### config.mk
export PLATFORM = sky130hd
export DESIGN_NAME = bounded_two_key_priority_queue_core
export DESIGN_NICKNAME = d
export VERILOG_FILES = /design/src/hdl/btkpq_pkg.sv /design/src/hdl/bounded_two_key_priority_queue_core.sv /design/src/hdl/btkpq_cell.sv
export VERILOG_INCLUDE_DIRS = /design/src /design/src/hdl
export SDC_FILE = /design/constraint.sdc
export NUM_CORES = 2
export LEC_CHECK = 0
export ABC_AREA = 1
export BUFFER_PORTS_ARGS = -buffer_cell sky130_fd_sc_hd__buf_2
export CAP_MARGIN = 0
export CELL_PAD_IN_SITES_DETAIL_PLACEMENT = 0
export CELL_PAD_IN_SITES_GLOBAL_PLACEMENT = 1
export CORE_ASPECT_RATIO = 1.5
export CORE_UTILIZATION = 50
export CTS_CLUSTER_DIAMETER = 150
export DETAILED_ROUTE_END_ITERATION = 7
export PLACE_DENSITY = 0.86
export SKIP_CTS_REPAIR_TIMING = 1
export SYNTH_ARGS = -nofsm -noshare
export SYNTH_HDL_FRONTEND = slang
export SYNTH_HIERARCHICAL = 1
export SYNTH_SLANG_ARGS = --single-unit
### constraint.sdc
create_clock -name clk -period 4.5 [get_ports clk]
set_clock_uncertainty 0.2 [all_clocks]
set_input_delay 0.45 -clock clk [delete_from_list [all_inputs] [get_ports clk]]
set_output_delay 0.45 -clock clk [all_outputs]
set_load 0.05 [all_outputs]
### src/hdl/bounded_two_key_priority_queue_core_defines.svh
// ----------------------------------------------------------------------------
// Assertion macros for the two-key priority queue
// Shared property forms, clocked on clk and disabled while rst_n is low.
// ----------------------------------------------------------------------------
`ifndef BOUNDED_TWO_KEY_PRIORITY_QUEUE_CORE_DEFINES_SVH
`define BOUNDED_TWO_KEY_PRIORITY_QUEUE_CORE_DEFINES_SVH

// Consequent must hold in the same cycle as the antecedent.
`define BTKPQ_ASSERT_NOW(label, ante, cons, msg) \
  label: assert property (@(posedge clk) disable iff (!rst_n) (ante) |-> (cons)) \
    else $error(msg);

// Consequent must hold in the cycle after the antecedent.
`define BTKPQ_ASSERT_NEXT(label, ante, cons, msg) \
  label: assert property (@(posedge clk) disable iff (!rst_n) (ante) |=> (cons)) \
    else $error(msg);

`endif

### src/hdl/btkpq_pkg.sv
// ----------------------------------------------------------------------------
// Two-key priority queue package
// Word types, entry layout, status codes and defaults shared by the queue.
// ----------------------------------------------------------------------------
package btkpq_pkg;

  localparam int MAX_ENTRIES_DEF = 16;
  localparam int CAP_W           = 5;
  localparam int OCC_W           = 5;
  localparam logic [CAP_W-1:0] CAP_RESET = 5'd16;

  typedef enum logic [1:0] {
    ST_INSERTED = 2'd0,
    ST_FULL     = 2'd1,
    ST_REMOVED  = 2'd2,
    ST_EMPTY    = 2'd3
  } status_t;

  typedef enum logic {
    MODE_INSERT = 1'b0,
    MODE_REMOVE = 1'b1
  } mode_t;

  typedef struct packed {
    logic [15:0] seq;
    logic [7:0]  key;
    logic [7:0]  id;
  } entry_t;

  typedef struct packed {
    logic        mode;
    logic [7:0]  entry_id;
    logic [7:0]  entry_key;
    logic [15:0] entry_seq;
  } in_word_t;

  typedef struct packed {
    logic [1:0]       status;
    logic [7:0]       out_id;
    logic [7:0]       out_key;
    logic [15:0]      out_seq;
    logic [OCC_W-1:0] occupancy;
  } out_word_t;

  // Per-cycle command broadcast to every cell of the row.
  typedef struct packed {
    logic ins_en;
    logic rem_en;
  } cell_ctrl_t;

endpackage

### src/hdl/bounded_two_key_priority_queue_core.sv
// ----------------------------------------------------------------------------
// Bounded two-key priority queue core
// A row of cells kept sorted by key (descending), sequence (ascending) and
// arrival order; inserts slide into place, removes pop the head.
//
//   channel   direction  handshake            word
//   in_       input      in_valid / in_stall  btkpq_pkg::in_word_t
//   out_      output     out_valid / out_stall btkpq_pkg::out_word_t
//   cfg_      input      cfg_we               cfg_data (capacity)
//
// One word is taken per cycle while in_stall is low; its result is registered
// and shown the cycle after acceptance. All cells update the store at once,
// so the compare in each cell and the shift to its neighbor set the period.
// Synchronous reset empties the queue and sets capacity to 16.
// in_stall rises only while a result is held and out_stall is high.
// ----------------------------------------------------------------------------
`include "bounded_two_key_priority_queue_core_defines.svh"

module bounded_two_key_priority_queue_core #(
  parameter int MAX_ENTRIES = btkpq_pkg::MAX_ENTRIES_DEF
) (
  input  logic                         clk,
  input  logic                         rst_n,
  input  logic                         in_valid,
  output logic                         in_stall,
  input  btkpq_pkg::in_word_t          in_word,
  output logic                         out_valid,
  input  logic                         out_stall,
  output btkpq_pkg::out_word_t         out_word,
  input  logic                         cfg_we,
  input  logic [btkpq_pkg::CAP_W-1:0]  cfg_data
);

  localparam int CNT_W = $clog2(MAX_ENTRIES + 1);
  localparam int CMP_W = (CNT_W > btkpq_pkg::CAP_W) ? CNT_W : btkpq_pkg::CAP_W;

  logic [btkpq_pkg::CAP_W-1:0] cap_r;
  logic [CNT_W-1:0]            count_r;
  logic [CNT_W-1:0]            count_nxt;
  logic                        out_valid_r;
  btkpq_pkg::out_word_t        out_word_r;
  btkpq_pkg::out_word_t        out_word_nxt;

  logic                        in_acc;
  logic                        is_remove;
  logic                        full;
  logic                        empty;
  logic [CMP_W-1:0]            count_ext;
  logic [CMP_W-1:0]            occ_ext;
  btkpq_pkg::cell_ctrl_t       ctrl;
  btkpq_pkg::entry_t           new_entry;

  btkpq_pkg::entry_t           cell_entry [MAX_ENTRIES];
  logic                        cell_ahead [MAX_ENTRIES];

  assign in_stall  = out_valid_r & out_stall;
  assign in_acc    = in_valid & ~in_stall;
  assign is_remove = (in_word.mode == btkpq_pkg::MODE_REMOVE);

  assign count_ext = CMP_W'(count_r);
  assign full      = (count_ext >= CMP_W'(cap_r)) || (count_ext >= CMP_W'(MAX_ENTRIES));
  assign empty     = (count_r == '0);

  assign new_entry.id  = in_word.entry_id;
  assign new_entry.key = in_word.entry_key;
  assign new_entry.seq = in_word.entry_seq;

  assign ctrl.ins_en = in_acc && !is_remove && !full;
  assign ctrl.rem_en = in_acc && is_remove && !empty;

  generate
    for (genvar i = 0; i < MAX_ENTRIES; i++) begin : g_cell
      btkpq_pkg::entry_t prev_e;
      btkpq_pkg::entry_t next_e;
      logic              prev_b;

      if (i == 0) begin : g_first
        assign prev_e = new_entry;
        assign prev_b = 1'b0;
      end else begin : g_mid
        assign prev_e = cell_entry[i-1];
        assign prev_b = cell_ahead[i-1];
      end

      if (i == MAX_ENTRIES - 1) begin : g_last
        assign next_e = cell_entry[i];
      end else begin : g_inner
        assign next_e = cell_entry[i+1];
      end

      btkpq_cell u_cell (
        .clk         (clk),
        .ctrl        (ctrl),
        .new_entry   (new_entry),
        .occupied    (CNT_W'(i) < count_r),
        .prev_entry  (prev_e),
        .prev_ahead  (prev_b),
        .next_entry  (next_e),
        .entry_q     (cell_entry[i]),
        .ahead       (cell_ahead[i])
      );
    end
  endgenerate

  always_comb begin
    count_nxt = count_r;
    if (ctrl.ins_en) begin
      count_nxt = count_r + 1'b1;
    end else if (ctrl.rem_en) begin
      count_nxt = count_r - 1'b1;
    end
  end

  assign occ_ext = CMP_W'(count_nxt);

  always_comb begin
    out_word_nxt           = '0;
    out_word_nxt.occupancy = occ_ext[btkpq_pkg::OCC_W-1:0];
    if (!is_remove) begin
      out_word_nxt.status = full ? btkpq_pkg::ST_FULL : btkpq_pkg::ST_INSERTED;
    end else if (empty) begin
      out_word_nxt.status = btkpq_pkg::ST_EMPTY;
    end else begin
      // The head cell always holds the best entry.
      out_word_nxt.status  = btkpq_pkg::ST_REMOVED;
      out_word_nxt.out_id  = cell_entry[0].id;
      out_word_nxt.out_key = cell_entry[0].key;
      out_word_nxt.out_seq = cell_entry[0].seq;
    end
  end

  always_ff @(posedge clk) begin
    if (!rst_n) begin
      cap_r       <= btkpq_pkg::CAP_RESET;
      count_r     <= '0;
      out_valid_r <= 1'b0;
    end else begin
      if (cfg_we) begin
        cap_r <= cfg_data;
      end
      count_r <= count_nxt;
      if (in_acc) begin
        out_valid_r <= 1'b1;
      end else if (!out_stall) begin
        out_valid_r <= 1'b0;
      end
    end
  end

  always_ff @(posedge clk) begin
    if (in_acc) begin
      out_word_r <= out_word_nxt;
    end
  end

  assign out_valid = out_valid_r;
  assign out_word  = out_word_r;

  `BTKPQ_ASSERT_NOW(a_count_bound, 1'b1, count_ext <= CMP_W'(MAX_ENTRIES), "count above depth")
  `BTKPQ_ASSERT_NEXT(a_insert_grows, ctrl.ins_en, count_r == $past(count_r) + 1'b1, "no growth")
  `BTKPQ_ASSERT_NEXT(a_remove_status, ctrl.rem_en, out_word_r.status == 2'd2, "bad remove")
  `BTKPQ_ASSERT_NOW(a_head_sorted, count_r >= CNT_W'(2), cell_entry[0].key >= cell_entry[1].key, "unsorted")

endmodule

### src/hdl/btkpq_cell.sv
// ----------------------------------------------------------------------------
// Priority queue cell
// Holds one entry of the sorted row; takes the new entry, its upper
// neighbor's entry or its lower neighbor's entry as the command requires.
// ----------------------------------------------------------------------------
module btkpq_cell (
  input  logic                  clk,
  input  btkpq_pkg::cell_ctrl_t ctrl,
  input  btkpq_pkg::entry_t     new_entry,
  input  logic                  occupied,
  input  btkpq_pkg::entry_t     prev_entry,
  input  logic                  prev_ahead,
  input  btkpq_pkg::entry_t     next_entry,
  output btkpq_pkg::entry_t     entry_q,
  output logic                  ahead
);

  btkpq_pkg::entry_t entry_r;
  btkpq_pkg::entry_t entry_nxt;

  // The new entry goes ahead of this one on a larger key, or on an equal key
  // with a smaller sequence. Full ties stay behind, which keeps insertion order.
  assign ahead = !occupied ||
                 (new_entry.key > entry_r.key) ||
                 ((new_entry.key == entry_r.key) && (new_entry.seq < entry_r.seq));

  always_comb begin
    entry_nxt = entry_r;
    if (ctrl.ins_en && ahead) begin
      entry_nxt = prev_ahead ? prev_entry : new_entry;
    end else if (ctrl.rem_en) begin
      entry_nxt = next_entry;
    end
  end

  always_ff @(posedge clk) begin
    entry_r <= entry_nxt;
  end

  assign entry_q = entry_r;

endmodule

==> impl_metrics.tcl <==
set metrics [dict create \
    status "completed" \
    drive_above_1_share_pct 17.75 \
    timing.max_cap.violations 0 \
    synth_sequential_area_ratio_pct 40.10 \
    grt_first_pass_wirelength_um 160300 \
    initial_utilization_pct 50.59 \
    peakVddDrop_mv 0.2912 \
    die-area_mm2 0.08480 \
    multiInputGateArea_mm2 0.02147 \
    post_synth_num_cell_types 32 \
    compound_cell_area_share_of_the_yosys_netlist_pct 3.813 \
    post-route-util_pct 54.61 \
    worstMarginPinSlew_ps 901.7 \
    timing.critical_path.from_type "flip-flop" \
    layout-area-overhead-vs-synth_pct 7.934 \
    post-place-ws_ps 737.4 \
    core_area_mm2 0.08264 \
    synth.avg_cell_area_um2 8.796 \
    top_level_port_count 84 \
    cts.path.max_buffers 3 \
    n_fill_cell 7739 \
    synth_mux_area_share_pct 12.93 \
    power_frac_clock_pct 23.1 \
    grt_pass1_vias 30835 \
    setup_viol_count_final 0 \
    hold_viol 0 \
    period_minus_slack_ps 3454 \
    min-delay-path-class "input port to flip-flop" \
    max_clock_freq_mhz 289.5 \
    tns_ps 0 \
    synthXorXnorAreaFrac_pct 0.08379 \
    dr_wl_met2_um 52540 \
    total_power_mw 21.11 \
    gr-total-overflow 0 \
    ys_seq_elements 562 \
    maximum_number_of_pins_on_one_net_before_global_route_repair 101 \
    tritoncts.num_buffers 58 \
    detail_route.drc_violations 0 \
    worst_relative_slew_slack_pct 39.25 \
    internal_power_mw 13.47 \
    clk_transition_reported_paths_ps 60 \
    seqCellArea_mm2 0.01677 \
    setup.worst_path.class "flip-flop to flip-flop" \
    place.gp.congestion 0.8376 \
    combPwrFrac_pct 37.4 \
    wl_um 98740 \
    unrepaired_setup_endpoints_after_global_routing "false" \
    routed-via-count 31142 \
    gr-usage-all-layers_pct 23.26 \
    top_layer_used "met4" \
    post-route-period-util_pct 76.76 \
    setup_crit_end_kind "flip-flop" \
    post_drt_via_cell_ratio 5.238 \
    netSwitchingFraction_pct 36.20 \
    route.detailed.wl_per_inst_um 16.61 \
    worst_skew_pair.late_latency_ps 660 \
    sequential_cell_fraction_of_total_power_pct 39.6 \
    die_w_um 238.1 \
    place.detailed.instances 5819 \
    ys.warnings.count 6 \
    synth_adder_area_share_pct 11.28 \
    leakage_power_nw 21.67 \
    drt-pass1-iter-count 6 \
    post_synth_inst_count 4753 \
    synth_simple_gate_area_share_pct 23.23 \
    power_switching_mw 7.642 \
    ant_nets 0 \
    num-nets-final 5201 \
    critical_path_peak_fanout 32 \
    power.density_cell_area_mw_per_mm2 467.7 \
    final.setup.worst_slack_ps 1046 \
    netlist_area_mm2 0.04181 \
    ctsRootBufferMaster "clkbuf_16" \
    instances_no_fill 5945 \
    clock_tree_from_tritoncts "built" \
    final_max_slew_viol_count 0 \
    dp.final_hpwl_um 73060 \
    detail_route.iter0.violations 1738 \
    placement_rows 129 \
    port-buffer-count 83 \
    synth_top_family_by_area "simple AND/OR/NAND/NOR gates" \
    critical_path_arrival_ps 3540 \
    htreeDepth 2 \
    worst_ep_required_time_ps 4590 \
    antenna_violations_before_repair 4 \
    die_height_um 356.2 \
    wl_met3_um 3118 \
    cts.sink_count 562 \
    detail_route.wirelength.met1_um 40460 \
    syn-num-nets 5173 \
]
==> registers in the layout, summed over array words and instances (netlist names) <==
register and flops:
cap_r 5, count_ext 5, g_cell.u_cell/entry_q 512, out_valid 1
out_word 39
==> area by class of cell <==
class | count | share of cell area [%]
Clock buffer | 82 | 3.574
Sequential cell | 562 | 37.15
Clock inverter | 26 | 0.5518
Timing Repair Buffer | 197 | 3.288
Tap cell | 1113 | 3.086
Inverter | 570 | 4.758
Antenna cell | 3 | 0.01664
Multi-Input combinational cell | 3392 | 47.57
==> logic make-up (layout without fill, tap and decap cells) <==
family | Yosys count | in the layout
buffers and inverters | 799 | 875
adder cells (fa/ha/maj) | 377 | 377
XOR/XNOR | 4 | 4
flip-flops | 562 | 562
AND/OR/NAND/NOR | 2248 | 2248
AO/OA/AOI/OAI | 282 | 282
other | 1 | 4
multiplexers | 480 | 480
==> final timing paths <==
kind | slack [ps] | cells after the start | start | to
max | 1050 | 11 | count_ext[0]$_SDFF_PN0_ | g_cell[12].u_cell/entry_q[29]$_DFFE_PP_
min | 160 | 7 | in_valid | count_ext[0]$_SDFF_PN0_
min reg2reg | 340 | 2 | g_cell[14].u_cell/entry_q[4]$_DFFE_PP_ | g_cell[13].u_cell/entry_q[4]$_DFFE_PP_
max reg2reg | 1050 | 11 | count_ext[0]$_SDFF_PN0_ | g_cell[12].u_cell/entry_q[29]$_DFFE_PP_
==> synth_stat cells (all sizes together) <==
library cell / count / area, µm²
nand2: 1546 / 6103
inv: 554 / 2079
edfxtp: 551 / 16550
nand3: 527 / 2650
mux2: 480 / 5405
ha: 377 / 4717
a21oi: 155 / 775.7
buf: 117 / 1016
clkbuf: 112 / 420.4
nor2: 107 / 473.0
o21ai: 78 / 390.4
nand4: 34 / 312.8
nor3: 33 / 165.2
a21boi: 16 / 180.2
clkinv: 16 / 60.06
o21a: 16 / 120.1
o21bai: 16 / 120.1
dfxtp: 11 / 220.2
xor2: 4 / 35.03
conb: 1 / 3.750
nand3b: 1 / 7.510
o31ai: 1 / 7.510
==> critical path: stages (launching register included) <==
cell and delay [ps]:
dfxtp_1 490, inv_1 250, ha_1 330, inv_1 50, nand2_1 50, nand3_1 90
nand4_1 350, inv_8 420, buf_12 230, nand2_4 60, nand2_1 80, buf_4 390
==> per-layer routing <==
metal  up-vias  track usage, %
met1     14446           26.80
li1      16014               -
met4         0           7.526
met2       541           44.34
met3       141           2.569
met5         -               0
==> power by group through the flow <==
| stage | Combinational, mW | Clock (mW) | Sequential [mW] |
|---|---|---|---|
| after floorplan | 6.02 | 0 | 8.36 |
| after global placement | 7.72 | 0 | 8.42 |
| after detailed placement | 7.86 | 0 | 8.46 |
| after CTS | 7.94 | 5.00 | 8.35 |
| after global routing | 8.91 | 5.17 | 8.50 |
| final | 7.89 | 4.87 | 8.35 |
==> stage by stage <==
| step | hold WS, ps | area (µm²) |
|---|---|---|
| after global routing | 212.9 | 45130 |
| after global placement | 252.7 | 43110 |
| after floorplan | 234.7 | 41810 |
| after detailed placement | 257.0 | 43110 |
| final | 163.9 | 45130 |
| after CTS | -237.3 | 44970 |
==> cells in the final DEF (no fill, tap or decap), types with 18 or more instances in the layout <==
cell / n
nand2_1: 1494
edfxtp_1: 551
inv_1: 548
nand3_1: 526
mux2_2: 480
ha_1: 377
a21oi_1: 155
nor2_1: 86
buf_4: 85
buf_2: 83
o21ai_0: 78
clkbuf_16: 59
nand2_4: 34
nor3_1: 33
clkinv_1: 23
nor2_2: 19
nand2_2: 18
nand4_1: 18
clkbuf_1: 18
Power figures use the tool's default switching activity.
